==> src/sv/owbm_pkg.sv <==
// Package with shared types, codes and register defaults of the 1-Wire bus master.
`default_nettype none

package owbm_pkg;

    // Widths of the timing registers and the tick counter.
    localparam int unsigned CFG_W      = 10;
    localparam int unsigned CFG_IDX_W  = 3;
    localparam int unsigned TICK_W     = CFG_W + 1;
    localparam int unsigned NUM_CFG    = 7;
    localparam int unsigned NUM_BUSES_DEF = 8;

    // Command codes carried on each beat.
    typedef enum logic [1:0] {
        OP_TICK  = 2'd0,
        OP_RESET = 2'd1,
        OP_WRITE = 2'd2,
        OP_READ  = 2'd3
    } t_op;

    // Register indexes of the configuration port.
    typedef enum logic [CFG_IDX_W-1:0] {
        CFG_RESET_LOW    = 3'd0,
        CFG_PRESENCE_WAIT = 3'd1,
        CFG_RESET_TAIL   = 3'd2,
        CFG_SHORT_LOW    = 3'd3,
        CFG_WRITE0_LOW   = 3'd4,
        CFG_SAMPLE_DELAY = 3'd5,
        CFG_SLOT_TIME    = 3'd6,
        CFG_UNUSED       = 3'd7
    } t_cfg_idx;

    // Sequencer phases.
    typedef enum logic [2:0] {
        PH_IDLE     = 3'd0,
        PH_RST_LOW  = 3'd1,
        PH_RST_WAIT = 3'd2,
        PH_RST_TAIL = 3'd3,
        PH_WRITE    = 3'd4,
        PH_READ     = 3'd5
    } t_phase;

    // Register values after reset.
    localparam logic [CFG_W-1:0] DEF_RESET_LOW     = 10'd480;
    localparam logic [CFG_W-1:0] DEF_PRESENCE_WAIT = 10'd70;
    localparam logic [CFG_W-1:0] DEF_RESET_TAIL    = 10'd410;
    localparam logic [CFG_W-1:0] DEF_SHORT_LOW     = 10'd6;
    localparam logic [CFG_W-1:0] DEF_WRITE0_LOW    = 10'd60;
    localparam logic [CFG_W-1:0] DEF_SAMPLE_DELAY  = 10'd9;
    localparam logic [CFG_W-1:0] DEF_SLOT_TIME     = 10'd70;

    // A timing register that holds zero acts as one.
    function automatic logic [CFG_W-1:0] eff_time(input logic [CFG_W-1:0] v);
        return (v == '0) ? CFG_W'(1) : v;
    endfunction

endpackage

`default_nettype wire

==> src/sv/onewire_bus_master_core.sv <==
// Top level of the 1-Wire bus master: tick sequencer with a registered result beat.
// The result beat for an input beat is registered and appears in the cycle after the beat is accepted.
// Throughput: one input beat per cycle; the single result register is refilled in the
// cycle it is taken, so the input side stalls only while a result waits unaccepted.
// Reset (synchronous, active low) returns the sequencer to idle, clears the sequencer state and the result
// valid flag and loads the timing registers with their defaults.
`default_nettype none

module onewire_bus_master_core #(
    parameter int unsigned NUM_BUSES = owbm_pkg::NUM_BUSES_DEF
) (
    input  wire logic                         i_clk,
    input  wire logic                         i_rst_n,
    // Input beats.
    input  wire logic                         i_in_valid,
    output logic                              o_in_ready,
    input  wire logic [1:0]                   i_op,
    input  wire logic [7:0]                   i_write_data,
    input  wire logic [2:0]                   i_bus_index,
    input  wire logic                         i_line_level,
    // Result beats.
    output logic                              o_out_valid,
    input  wire logic                         i_out_ready,
    output logic                              o_drive_low,
    output logic [2:0]                        o_active_bus,
    output logic                              o_busy_res,
    output logic                              o_done_res,
    output logic                              o_presence,
    output logic [7:0]                        o_read_data,
    output logic                              o_ignored,
    // Configuration writes.
    input  wire logic                         i_cfg_we,
    input  wire logic [owbm_pkg::CFG_IDX_W-1:0] i_cfg_idx,
    input  wire logic [owbm_pkg::CFG_W-1:0]   i_cfg_wdata
);
    import owbm_pkg::*;

    // Timing registers.
    logic [CFG_W-1:0] r_cfg [NUM_CFG];

    // Sequencer state.
    t_phase            r_phase, n_phase;
    logic [TICK_W-1:0] r_tick, n_tick;
    logic [2:0]        r_bit, n_bit;
    logic [7:0]        r_shift, n_shift;
    logic [2:0]        r_sel, n_sel;
    logic              r_presence, n_presence;
    logic [7:0]        r_last_read, n_last_read;

    // Result register.
    logic r_out_valid;
    logic r_drive, n_drive;
    logic r_busy, n_busy;
    logic r_done, n_done;
    logic r_ign, n_ign;

    logic accept;

    // Bus index folded into range, worked out per index value at elaboration.
    logic [2:0] bus_mod [8];
    for (genvar k = 0; k < 8; k++) begin : g_bus_mod
        assign bus_mod[k] = 3'(k % NUM_BUSES);
    end

    // Effective timing values.
    logic [CFG_W-1:0] t_rst_low, t_pres_wait, t_rst_tail, t_short, t_wr0, t_samp_dly, t_slot;
    assign t_rst_low   = eff_time(r_cfg[CFG_RESET_LOW]);
    assign t_pres_wait = eff_time(r_cfg[CFG_PRESENCE_WAIT]);
    assign t_rst_tail  = eff_time(r_cfg[CFG_RESET_TAIL]);
    assign t_short     = eff_time(r_cfg[CFG_SHORT_LOW]);
    assign t_wr0       = eff_time(r_cfg[CFG_WRITE0_LOW]);
    assign t_samp_dly  = eff_time(r_cfg[CFG_SAMPLE_DELAY]);
    assign t_slot      = eff_time(r_cfg[CFG_SLOT_TIME]);

    // Input is taken whenever the result register is empty or being emptied.
    assign o_in_ready = !r_out_valid || i_out_ready;
    assign accept     = i_in_valid && o_in_ready;

    // Configuration register writes; an unused index is dropped.
    always_ff @(posedge i_clk) begin
        if (!i_rst_n) begin
            r_cfg[CFG_RESET_LOW]     <= DEF_RESET_LOW;
            r_cfg[CFG_PRESENCE_WAIT] <= DEF_PRESENCE_WAIT;
            r_cfg[CFG_RESET_TAIL]    <= DEF_RESET_TAIL;
            r_cfg[CFG_SHORT_LOW]     <= DEF_SHORT_LOW;
            r_cfg[CFG_WRITE0_LOW]    <= DEF_WRITE0_LOW;
            r_cfg[CFG_SAMPLE_DELAY]  <= DEF_SAMPLE_DELAY;
            r_cfg[CFG_SLOT_TIME]     <= DEF_SLOT_TIME;
        end else if (i_cfg_we && (i_cfg_idx != CFG_UNUSED)) begin
            r_cfg[i_cfg_idx[CFG_IDX_W-1:0]] <= i_cfg_wdata;
        end
    end

    // Per-tick sequencer: command intake, then one step of the running phase.
    always_comb begin
        t_phase            ph;
        logic [TICK_W-1:0] tc;
        logic [TICK_W-1:0] tc_inc;
        logic [2:0]        bc;
        logic [7:0]        sb;
        logic              rd;
        logic [CFG_W-1:0]  low;
        logic [TICK_W-1:0] slot;
        logic [TICK_W-1:0] samp;
        logic              start;

        start = (t_op'(i_op) != OP_TICK) && (r_phase == PH_IDLE);
        n_ign = (t_op'(i_op) != OP_TICK) && (r_phase != PH_IDLE);

        ph          = r_phase;
        tc          = r_tick;
        bc          = r_bit;
        sb          = r_shift;
        n_sel       = r_sel;
        n_presence  = r_presence;
        n_last_read = r_last_read;
        n_drive     = 1'b0;
        n_done      = 1'b0;

        // A command accepted while idle runs its first tick right away.
        if (start) begin
            tc = '0;
            bc = '0;
            unique case (t_op'(i_op))
                OP_RESET: begin
                    n_sel = bus_mod[i_bus_index];
                    ph    = PH_RST_LOW;
                end
                OP_WRITE: begin
                    sb = i_write_data;
                    ph = PH_WRITE;
                end
                OP_READ: begin
                    sb = '0;
                    ph = PH_READ;
                end
                default: begin
                    ph = r_phase;
                end
            endcase
        end

        tc_inc = tc + TICK_W'(1);
        rd     = (ph == PH_READ);
        low    = (!rd && !sb[0]) ? t_wr0 : t_short;
        slot   = (TICK_W'(t_slot) < (TICK_W'(low) + TICK_W'(1))) ?
                 (TICK_W'(low) + TICK_W'(1)) : TICK_W'(t_slot);
        samp   = TICK_W'(t_short) + TICK_W'(t_samp_dly);
        if (samp > (slot - TICK_W'(1))) begin
            samp = slot - TICK_W'(1);
        end

        unique case (ph)
            PH_IDLE: begin
            end
            PH_RST_LOW: begin
                n_drive = 1'b1;
                tc      = tc_inc;
                if (tc >= TICK_W'(t_rst_low)) begin
                    ph = PH_RST_WAIT;
                    tc = '0;
                end
            end
            PH_RST_WAIT: begin
                if (tc < TICK_W'(t_pres_wait)) begin
                    tc = tc_inc;
                end else begin
                    // Sample tick: a low line means a device answered.
                    n_presence = !i_line_level;
                    tc         = TICK_W'(1);
                    if (t_rst_tail == CFG_W'(1)) begin
                        ph     = PH_IDLE;
                        tc     = '0;
                        n_done = 1'b1;
                    end else begin
                        ph = PH_RST_TAIL;
                    end
                end
            end
            PH_RST_TAIL: begin
                tc = tc_inc;
                if (tc >= TICK_W'(t_rst_tail)) begin
                    ph     = PH_IDLE;
                    tc     = '0;
                    n_done = 1'b1;
                end
            end
            PH_WRITE, PH_READ: begin
                n_drive = (tc < TICK_W'(low));
                if (rd && (tc == samp)) begin
                    sb = {i_line_level, sb[7:1]};
                end
                tc = tc_inc;
                if (tc >= slot) begin
                    tc = '0;
                    if (!rd) begin
                        sb = {1'b0, sb[7:1]};
                    end
                    if (bc == 3'd7) begin
                        if (rd) begin
                            n_last_read = sb;
                        end
                        bc     = '0;
                        ph     = PH_IDLE;
                        n_done = 1'b1;
                    end else begin
                        bc = bc + 3'd1;
                    end
                end
            end
            default: begin
                ph = PH_IDLE;
            end
        endcase

        n_phase = ph;
        n_tick  = tc;
        n_bit   = bc;
        n_shift = sb;
        n_busy  = (ph != PH_IDLE);
    end

    // Sequencer state register, advanced once per accepted beat.
    always_ff @(posedge i_clk) begin
        if (!i_rst_n) begin
            r_phase     <= PH_IDLE;
            r_tick      <= '0;
            r_bit       <= '0;
            r_shift     <= '0;
            r_sel       <= '0;
            r_presence  <= 1'b0;
            r_last_read <= '0;
        end else if (accept) begin
            r_phase     <= n_phase;
            r_tick      <= n_tick;
            r_bit       <= n_bit;
            r_shift     <= n_shift;
            r_sel       <= n_sel;
            r_presence  <= n_presence;
            r_last_read <= n_last_read;
        end
    end

    // Result beat valid flag.
    always_ff @(posedge i_clk) begin
        if (!i_rst_n) begin
            r_out_valid <= 1'b0;
        end else if (accept) begin
            r_out_valid <= 1'b1;
        end else if (i_out_ready) begin
            r_out_valid <= 1'b0;
        end
    end

    // Result beat payload.
    always_ff @(posedge i_clk) begin
        if (accept) begin
            r_drive <= n_drive;
            r_busy  <= n_busy;
            r_done  <= n_done;
            r_ign   <= n_ign;
        end
    end

    assign o_out_valid  = r_out_valid;
    assign o_drive_low  = r_drive;
    assign o_active_bus = r_sel;
    assign o_busy_res   = r_busy;
    assign o_done_res   = r_done;
    assign o_presence   = r_presence;
    assign o_read_data  = r_last_read;
    assign o_ignored    = r_ign;

endmodule

`default_nettype wire
==> config.mk <==
export PLATFORM = sky130hd
export DESIGN_NAME = onewire_bus_master_core
export DESIGN_NICKNAME = d
export VERILOG_FILES = /design/src/sv/owbm_pkg.sv /design/src/sv/onewire_bus_master_core.sv
export SDC_FILE = /design/constraint.sdc
export NUM_CORES = 1
export LEC_CHECK = 0
export ABC_AREA = 1
export BUFFER_PORTS_ARGS = -buffer_cell sky130_fd_sc_hd__buf_4
export CORE_UTILIZATION = 55
export DETAILED_ROUTE_END_ITERATION = 10
export PLACE_DENSITY = 0.76
export SYNTH_ARGS = -nofsm -noshare
export SYNTH_HDL_FRONTEND = slang
export SYNTH_SLANG_ARGS = --single-unit
==> constraint.sdc <==
create_clock -name i_clk -period 5.7 [get_ports i_clk]
set_clock_uncertainty 0.05 [all_clocks]
set_input_delay 0.285 -clock i_clk [delete_from_list [all_inputs] [get_ports i_clk]]
set_output_delay 0.285 -clock i_clk [all_outputs]
set_load 0.02 [all_outputs]
==> results.tsv, run 1 <==
stage	metric	value	unit
sta	fin_tns_setup	-13.38	ns
finish	fillCellCount	1136	
sta	setup_viol	16	
sta	relSlewSlack	22.2	%
critical_path	critPathRequiredTime	5.95	ns
drt	wl_per_cell	18.3	µm
critical_path	reg2reg_slack	-0.90	ns
job	drv_cap	0	
finish	areaGrowthSynthToFinish	34.9	%
logic_synthesis	synth_top_area_share	21.6	%
critical_path	path_max_fanout	8	
floorplanning	row_count	46	
cts	cts_hold_buf	0	
floorplanning	core_area	15800	µm²
finish	drive_above_1_share	32.8	%
drt	firstDrtPassIters	7	
critical_path	cp-start-kind	register	
floorplanning	io_pins	50	
critical_path	critPathMaxStageDelay	0.34	ns
drt	via_per_inst	5.79	
logic_synthesis	ys.flop_type	edfxtp_1	
cts	clock_path_buffers	2	
finish	finalNetCount	1564	
critical_path	crit_path_top_delay_cell	dfxtp_2	
logic_synthesis	async_reset_ff_share	0	%
sta	hold_viol	0	
cts	cts_tree	done	
cts	cts_buffers	9	
logic_synthesis	yosysSeqAreaShare	32.4	%
logic_synthesis	post_synth_inst_count	1232	
drt	vias	9699	
run_status	failed_checks	setup timing	
logic_synthesis	synth_edf_count	64	
pwr	ir_drop	0.000241	V
drt	drc	0	
logic_synthesis	syn_nets	1342	
sta	finalMaxSlewViolations	0	
sta	period_share	116	%
drt	drtIter0Drc	1023	
logic_synthesis	synth.top_cells.by_count	nand2_1, inv_1, nand3_1	
logic_synthesis	yosysUniqueCellTypes	59	
floorplanning	die_x	129	µm
critical_path	crit_arrival	6.85	ns
run_status	status	finished with violations	
logic_synthesis	synth_area	8910	µm²
critical_path	crit_top_cell	buf_4	
cts	clock_sinks	112	
critical_path	critPathKind	register to register	
cts	clock-root-buffer	clkbuf_16	
floorplanning	die_y	129	µm
sta	setup_slack	-0.903	ns
cts	h-tree-depth	3	
place	port_buffers	49	
global_route	grt_max_degree	48	
floorplanning	die_area	16700	µm²
global_route	overflow	0	
cts	clkTransAtPathRegs	0.08	ns
global_route	track_usage	35.1	%
drt	wl	30700	µm
finish	antenna_cells	0	
logic_synthesis	synth-seq-cells	112	
pwr	power.density	324	nW/µm²
floorplanning	start_util	56.3	%
place	hpwlAfterDp	20000	µm
logic_synthesis	yosysWarnings	0	
logic_synthesis	avgSynthCellArea	7.23	µm²
sta	fmax	151	MHz
pwr	leakage	5.96	nW
cts	clkLatencyLatePin	0.37	ns
logic_synthesis	netlist.top_cell.by_area	edfxtp_1	
drt	detail-route-antenna-nets	0	
place	gp_congestion	0.950	
global_route	antenna_found_initial	0	
sta	worst_pin_slew	1.15	ns
sta	timing.hold.ws	0.0447	ns
sta	fin_crit	6.60	ns
critical_path	cp-end-kind	register	
min_path	hp-class	primary input to register	
logic_synthesis	synth_most_common_cell	nand2_1	
logic_synthesis	synth_area_leaders	edfxtp_1, ha_1, dfxtp_1, nand2_1, inv_1	
sta	rsz0062_at_grt	true	
global_route	grt_pass1_wl	44600	µm
global_route	grt_pass1_vias	8949	
[metrics by stage]
stage	setup slack (ns)	instances	instance area [µm²]	power [mW]	utilization, %
3_3_place_gp	-0.403	1564	10300	2.56	65.0
5_1_grt	-1.10	1675	12000	4.07	75.9
6_report	-0.903	1675	12000	3.89	75.9
3_5_place_dp	-0.594	1564	10300	2.59	65.0
2_1_floorplan	0.00683	1232	9010	2.03	-
4_1_cts	-0.311	1658	11600	3.53	73.1
[cell families (layout without fill, tap and decap cells)]
family,count (synthesis),after routing,synth area share [%]
buffers and inverters,262,487,11.6
AND/OR/NAND/NOR,565,566,30.0
AO/OA/AOI/OAI,201,202,13.6
XOR/XNOR,14,14,1.38
flip-flops,112,112,32.4
adder cells (fa/ha/maj),78,78,11.0
[area by class of cell]
type | instances | area (µm²) | area share, %
repair buffers | 255 | 1990 | 16.5
multi-input cells | 860 | 5780 | 48.1
well taps | 216 | 270 | 2.25
inverters | 216 | 823 | 6.85
clock inverters | 6 | 42.5 | 0.354
flip-flops and latches | 112 | 2890 | 24.0
clock buffers | 10 | 233 | 1.94
[repair_timing]
item                                    in CTS  in global routing
resized for setup                          101                 69
hold endpoints to repair                     0                  0
endpoints found under the setup margin      16                 29
cloned                                       1                  1
pin swaps                                   67                 54
buffers inserted                            78                 16
[path summary, 6_finish.rpt]
kind                 from         end  cells past startpoint
max            r_phase[1]  r_shift[1]                     48
min          i_line_level  o_presence                      2
max reg2reg    r_phase[1]  r_shift[1]                     48
min reg2reg     r_tick[0]   r_tick[0]                      2
[cell usage in the layout, fill, tap and decap left out, types with 25 or more instances in the layout]
cell type    n
nand2_4     38
nand2_1    194
nand2_2     53
buf_4      237
a21oi_1     64
nand3_2     25
nor2_1      94
ha_1        68
edfxtp_1    64
dfxtp_1     46
nand3_1     81
o21ai_0     49
inv_1      199
[where the power goes]
part,internal [mW],switching [mW],leakage (nW)
Sequential,0.912,0.0324,1.02
Clock,0.304,0.304,0.138
Combinational,1.01,1.33,4.80
[critical path: cells and delay by family, from the launching register on]
family / cells / cell delay [ns]
compound gates: 3 / 0.53
xor+xnor: 1 / 0.17
fa+ha+maj: 2 / 0.45
buf+inv: 17 / 2.02
flops: 1 / 0.34
simple gates: 25 / 2.92
[registers in the layout, summed over array words and instances (netlist names)]
register	count
r_cfg	70
r_tick	11
o_read_data	8
r_shift	8
o_active_bus	3
r_bit	3
r_phase	3
o_busy_res	1
o_done_res	1
o_drive_low	1
o_ignored	1
o_out_valid	1
o_presence	1
[routing by layer]
| layer | vias to the layer above | GRT usage (%) | part of all wire (%) |
|---|---|---|---|
| met4 | 0 | 17.6 | 6.2 |
| met5 | - | 0 | 0 |
| met3 | 182 | 6.61 | 9.2 |
| met1 | 4434 | 43.4 | 39 |
| met2 | 567 | 58.4 | 45 |
| li1 | 4516 | - | - |
No activity file was read; power rests on OpenSTA's default activity.
==> run 2, diff against run 1 <==
PLACE_DENSITY = unset   (was 0.76)
PLACE_DENSITY_LB_ADDON = 0.3   (was unset)
==> run 2 against run 1 <==
- the flow still finishes with violations (setup timing)
- total power down 3.5%
- clock power up 8.2%
- die area unchanged
- worst setup slack better by 0.35 ns
- worst hold slack better by 0.0057 ns
- core utilization down 2.3 points
- combinational power down 8%
- maximum frequency up 5.5%
- highest routed layer unchanged
==> results.tsv, run 2 (same netlist as run 1, synthesis figures left out) <==
stage	metric	value	unit	change
cts	cts_buffers	9		unchanged
finish	drive_above_1_share	29.0	%	-3.9 points
drt	via_per_inst	5.66		-2.2%
pwr	p_total	3.76	mW	-3.5%
critical_path	reg2reg_to	r_shift[6]		
global_route	track_usage	33.5	%	-1.6 points
drt	detail-route-antenna-nets	0		unchanged
critical_path	worstSetupStartpoint	r_phase[1]		
finish	fin_cells	1642		-2.0%
drt	vias	9295		-4.2%
global_route	overflow	0		unchanged
floorplanning	die_y	129	µm	unchanged
sta	hold_viol	0		unchanged
global_route	grt_pass1_vias	8613		-3.8%
finish	final_common_cell	buf_4		
place	dp_slack	-0.557	ns	+0.0377 ns
run_status	failed_checks	setup timing		
sta	fin_crit	6.26	ns	-0.346 ns
cts	h-tree-depth	3		unchanged
floorplanning	die_area	16700	µm²	unchanged
finish	final_util	73.7	%	-2.3 points
critical_path	reg2reg_slack	-0.56	ns	+0.35 ns
critical_path	path_max_fanout	9		+1
sta	relSlewSlack	23.6	%	+1.4 points
global_route	grt_pass1_wl	42800	µm	-4.0%
critical_path	crit_top_cell	nand2_1		
global_route	grt-busiest-layer	met2		
sta	timing.hold.ws	0.0503	ns	+0.00566 ns
global_route	use_met3	5.04	%	-1.6 points
cts	clock_sinks	112		unchanged
global_route	grtUsageMet1	42.0	%	-1.4 points
sta	worst_pin_slew	1.13	ns	-0.0214 ns
sta	period_share	110	%	-6.1 points
drt	firstDrtPassIters	5		-2
global_route	grt_max_degree	48		unchanged
pwr	leakage	5.75	nW	-3.4%
min_path	hp-class	primary input to register		
finish	top_register	r_cfg		
cts	cts_hold_buf	0		unchanged
critical_path	crit_arrival	6.51	ns	-0.34 ns
cts	clkTransAtPathRegs	0.07	ns	about the same
cts	clkLatencyLatePin	0.37	ns	about the same
finish	final_cell_mix	buf_4, nand2_1, inv_1, nor2_1, nand3_1		
finish	top_regs	r_cfg x70, r_tick x11		
critical_path	worst-r2r-cell-count	45		-6.3%
floorplanning	core_area	15800	µm²	unchanged
cts	clock_path_buffers	2		unchanged
drt	drtIter0Drc	873		-15%
place	gp_congestion	0.955		+0.55%
finish	areaGrowthSynthToFinish	30.9	%	
drt	drc	0		unchanged
run_status	status	finished with violations		
place	port_buffers	49		unchanged
critical_path	critPathMaxStageDelay	0.33	ns	about the same
place	dp_cells	1563		-0.064%
critical_path	crit_path_top_delay_cell	dfxtp_2		
critical_path	cp-start-kind	register		
critical_path	critPathRequiredTime	5.95	ns	about the same
floorplanning	start_util	56.3	%	unchanged
finish	finalNetCount	1531		-2.1%
sta	fmax	160	MHz	+5.5%
cts	cts_tree	done		
place	hpwlAfterDp	19900	µm	-0.22%
finish	largest_reg_flops	70		unchanged
global_route	antenna_found_initial	0		unchanged
drt	wl_per_cell	17.2	µm	-6.4%
critical_path	r2r_start	r_phase[1]		
pwr	power.density	322	nW/µm²	-0.53%
sta	finalMaxSlewViolations	0		unchanged
critical_path	critPathKind	register to register		
sta	rsz0062_at_grt	true		
finish	antenna_cells	0		unchanged
critical_path	cp-end-kind	register		
sta	setup_viol	16		unchanged
job	drv_cap	0		unchanged
floorplanning	die_x	129	µm	unchanged
floorplanning	row_count	46		unchanged
floorplanning	io_pins	50		unchanged
critical_path	worstSetupEndpoint	r_shift[6]		
sta	setup_slack	-0.557	ns	+0.346 ns
global_route	grt.met2_usage	57.6	%	-0.89 points
pwr	ir_drop	0.000230	V	-4.4%
drt	wl	28200	µm	-8.2%
cts	clock-root-buffer	clkbuf_16		
==> run 2: cell count changes in the layout (fill, tap and decap cells not counted), sizes merged <==
cell      before  now
bufinv         0    1
clkinv         8    5
clkinvlp       1    3
buf          255  222
==> run 2: worst max-delay path, delay by kind of cell (launching register included) <==
kind / cells / cell delay (ns)
and+or+nand+nor: 33 / 3.91
buffers and inverters: 6 / 0.81
adders and majority gates: 3 / 0.76
DFF: 1 / 0.33
AOI/OAI and AO/OA: 2 / 0.22
xor gates and xnor gates: 1 / 0.09
==> run 2: cell type report <==
cell class	instances	area, µm²
Inverter	216	837
Clock inverter	6	67.6
Tap cell	216	270
Fill cell	1164	4170
Multi-Input combinational cell	860	5640
Clock buffer	10	229
Sequential cell	112	2890
Timing Repair Buffer	222	1730
==> run 2: worst min path at each step <==
stage            startpoint    endpoint  slack, ns  depth (start not counted)
2_1_floorplan  i_line_level  o_presence       0.32                          1
3_3_place_gp       r_bit[2]    r_bit[2]       0.40                          2
3_5_place_dp       r_bit[1]    r_bit[1]       0.42                          2
4_1_cts        i_line_level  o_presence       0.04                          2
5_1_grt        i_line_level  o_presence       0.05                          2
6_report       i_line_level  o_presence       0.05                          2
==> run 2: per-layer routing <==
metal / vias to the layer above / wire, µm
met5: - / 0
met2: 432 / 13600
met4: 0 / 940
li1: 4459 / -
met1: 4326 / 11700
met3: 78 / 1940
==> run 2: power breakdown <==
part           switching [mW]  internal, mW  total (mW)
sequential             0.0321         0.912       0.944
combinational            1.23         0.921        2.16
clock                   0.313         0.344       0.658
==> run 2: stage by stage <==
stage | instance area (µm²) | setup TNS (ns)
floorplan | 9010 | 0
global placement | 10300 | -3.88
detailed placement | 10300 | -7.96
CTS | 11300 | -3.94
global route | 11700 | -13.47
finish | 11700 | -7.72
==> run 2: timing repair <==
action / 4_1_cts / 5_1_grt
resized for setup: 74 / 48
buffers inserted: 44 / 18
endpoints found under the setup margin: 17 / 26
pin swaps: 48 / 57
cloned: 1 / 1
==> run 3, diff against run 2 <==
clock period = 5.19 ns   (was 5.7 ns; I/O delays follow)
==> run 3 against run 2 <==
- the run still ends with setup timing left
- core utilization up 2.2 points
- worst hold slack worse by 0.027 ns
- first-iteration DRC count up 31%
- sequential power up 10%
- critical path depth up 4
- clock power down 0.9%
- largest cell class unchanged
- largest power group unchanged
==> results.tsv, run 3 (same netlist as run 1, synthesis figures left out) <==
stage	metric	value	unit	change
drt	wl_per_cell	19.0	µm	+11%
sta	setup_slack	-1.40	ns	-0.838 ns
critical_path	critPathRequiredTime	5.40	ns	-0.55 ns
sta	hold_viol	0		unchanged
finish	drive_above_1_share	32.1	%	+3.2 points
floorplanning	die_x	129	µm	unchanged
pwr	p_total	4.29	mW	+14%
finish	final_cell_mix	buf_4, inv_1, nand2_1, nor2_1, nand3_1		
finish	seqCellArea	2890	µm²	unchanged
finish	multi_input_area	5820	µm²	+3.2%
floorplanning	core_area	15800	µm²	unchanged
drt	detail-route-antenna-nets	0		unchanged
global_route	antenna_found_initial	0		unchanged
cts	clkLatencyLatePin	0.37	ns	about the same
critical_path	critPathMaxStageDelay	0.33	ns	about the same
global_route	grt-busiest-layer	met2		
global_route	grt.met2_usage	55.2	%	-2.3 points
finish	largest_reg_flops	70		unchanged
finish	final_util	75.9	%	+2.2 points
critical_path	critPathKind	register to register		
critical_path	path_max_fanout	8		-1
floorplanning	io_pins	50		unchanged
drt	via_per_inst	5.97		+5.4%
cts	cts_tree	done		
global_route	overflow	0		unchanged
drt	drc	0		unchanged
critical_path	path_delay_family	simple AND/OR/NAND/NOR gates		
critical_path	path_buf_inv	8		+2
drt	drtIter0Drc	1141		+31%
cts	cts_buffers	9		unchanged
pwr	power.density	357	nW/µm²	+11%
sta	setup_viol	34		+18
sta	rsz0062_at_grt	true		
cts	h-tree-depth	3		unchanged
place	gp_congestion	0.977		+2.3%
run_status	failed_checks	setup timing		
finish	top_register	r_cfg		
global_route	grt_max_degree	48		unchanged
critical_path	crit_path_top_delay_cell	dfxtp_2		
critical_path	reg2reg_to	r_shift[4]		
global_route	grtUsageMet1	41.6	%	-0.41 points
cts	clock_sinks	112		unchanged
place	port_buffers	49		unchanged
run_status	status	finished with violations		
finish	fillCellCount	1053		-9.5%
finish	top_regs	r_cfg x70, r_tick x11		
drt	wl	31600	µm	+12%
place	dp_cells	1571		+0.51%
cts	cts_hold_buf	0		unchanged
finish	areaGrowthSynthToFinish	34.8	%	
pwr	leakage	5.93	nW	+3.0%
finish	final_common_cell	buf_4		
critical_path	crit_arrival	6.79	ns	+0.28 ns
finish	finalNetCount	1555		+1.6%
min_path	min_to	o_presence		
drt	vias	9943		+7.0%
sta	worst_pin_slew	1.20	ns	+0.0643 ns
min_path	whs_path_depth	2		unchanged
place	place_area	10400	µm²	+0.85%
floorplanning	die_area	16700	µm²	unchanged
global_route	grt_pass1_vias	8694		+0.94%
min_path	worstHoldStart	i_line_level		
critical_path	crit_top_cell	nand2_1		
sta	finalMaxSlewViolations	0		unchanged
floorplanning	row_count	46		unchanged
min_path	hp-class	primary input to register		
critical_path	r2r_start	r_phase[1]		
sta	fin_crit	6.59	ns	+0.328 ns
floorplanning	die_y	129	µm	unchanged
sta	relSlewSlack	19.3	%	-4.3 points
sta	period_share	127	%	+17 points
place	hpwlAfterDp	19500	µm	-2.3%
sta	fmax	152	MHz	-5.0%
global_route	grt_pass1_wl	42400	µm	-0.77%
finish	design_area	12000	µm²	+3.0%
sta	timing.hold.ws	0.0231	ns	-0.0273 ns
job	drv_cap	0		unchanged
floorplanning	start_util	56.3	%	unchanged
finish	fin_cells	1666		+1.5%
global_route	track_usage	33.3	%	-0.18 points
drt	firstDrtPassIters	6		+1
critical_path	reg2reg_slack	-1.40	ns	-0.84 ns
critical_path	cp-start-kind	register		
cts	clock-root-buffer	clkbuf_16		
critical_path	worst-r2r-cell-count	49		+8.9%
cts	clock_path_buffers	2		unchanged
pwr	ir_drop	0.000229	V	-0.50%
cts	clkTransAtPathRegs	0.07	ns	about the same
global_route	use_met3	6.03	%	+0.99 points
finish	antenna_cells	0		unchanged
critical_path	cp-end-kind	register		
-- run 3: worst max-delay path by stage --
stage	endpoint	from	slack [ns]	cells after the start
after floorplan	r_shift[1]	r_phase[1]	-0.50	51
after global placement	r_shift[1]	i_op[1]	-0.84	52
after detailed placement	r_shift[6]	i_op[1]	-1.03	51
after CTS	r_shift[6]	r_phase[0]	-0.76	50
after global routing	r_shift[0]	r_phase[1]	-1.66	50
final	r_shift[4]	r_phase[1]	-1.40	49
-- run 3: layout make-up --
type                       instances  share of cell area (%)
timing repair buffer             245                    16.2
clock buffer                      12                    1.97
tap                              216                    2.25
multi-input combinational        861                    48.5
clock inverter                     4                   0.188
sequential                       112                    24.0
inverter                         216                    6.90
-- run 3: routing by layer --
| metal | part of all wire (%) | up-vias |
|---|---|---|
| met5 | 0 | - |
| met4 | 6.7 | 0 |
| met3 | 11 | 228 |
| met2 | 45 | 659 |
| met1 | 37 | 4553 |
| li1 | - | 4503 |
-- run 3: repair_timing --
item	CTS	global route
setup endpoints to repair	16	34
buffers inserted	60	16
gates resized for setup	71	107
gates cloned	2	1
pin swaps	69	58
-- run 3: power breakdown --
| part | internal (mW) | switching (mW) | total, mW | leakage [nW] |
|---|---|---|---|---|
| logic | 1.11 | 1.49 | 2.60 | 4.79 |
| clock network | 0.325 | 0.327 | 0.652 | 0.125 |
| registers | 1.00 | 0.0358 | 1.04 | 1.02 |
| total | 2.44 | 1.85 | 4.29 | 5.93 |
-- run 3: per-stage QoR --
stage	setup WS, ns	TNS (ns)
2_1_floorplan	-0.496	-6.52
3_3_place_gp	-0.838	-12.77
3_5_place_dp	-1.03	-15.47
4_1_cts	-0.762	-11.60
5_1_grt	-1.66	-33.91
6_report	-1.40	-26.89
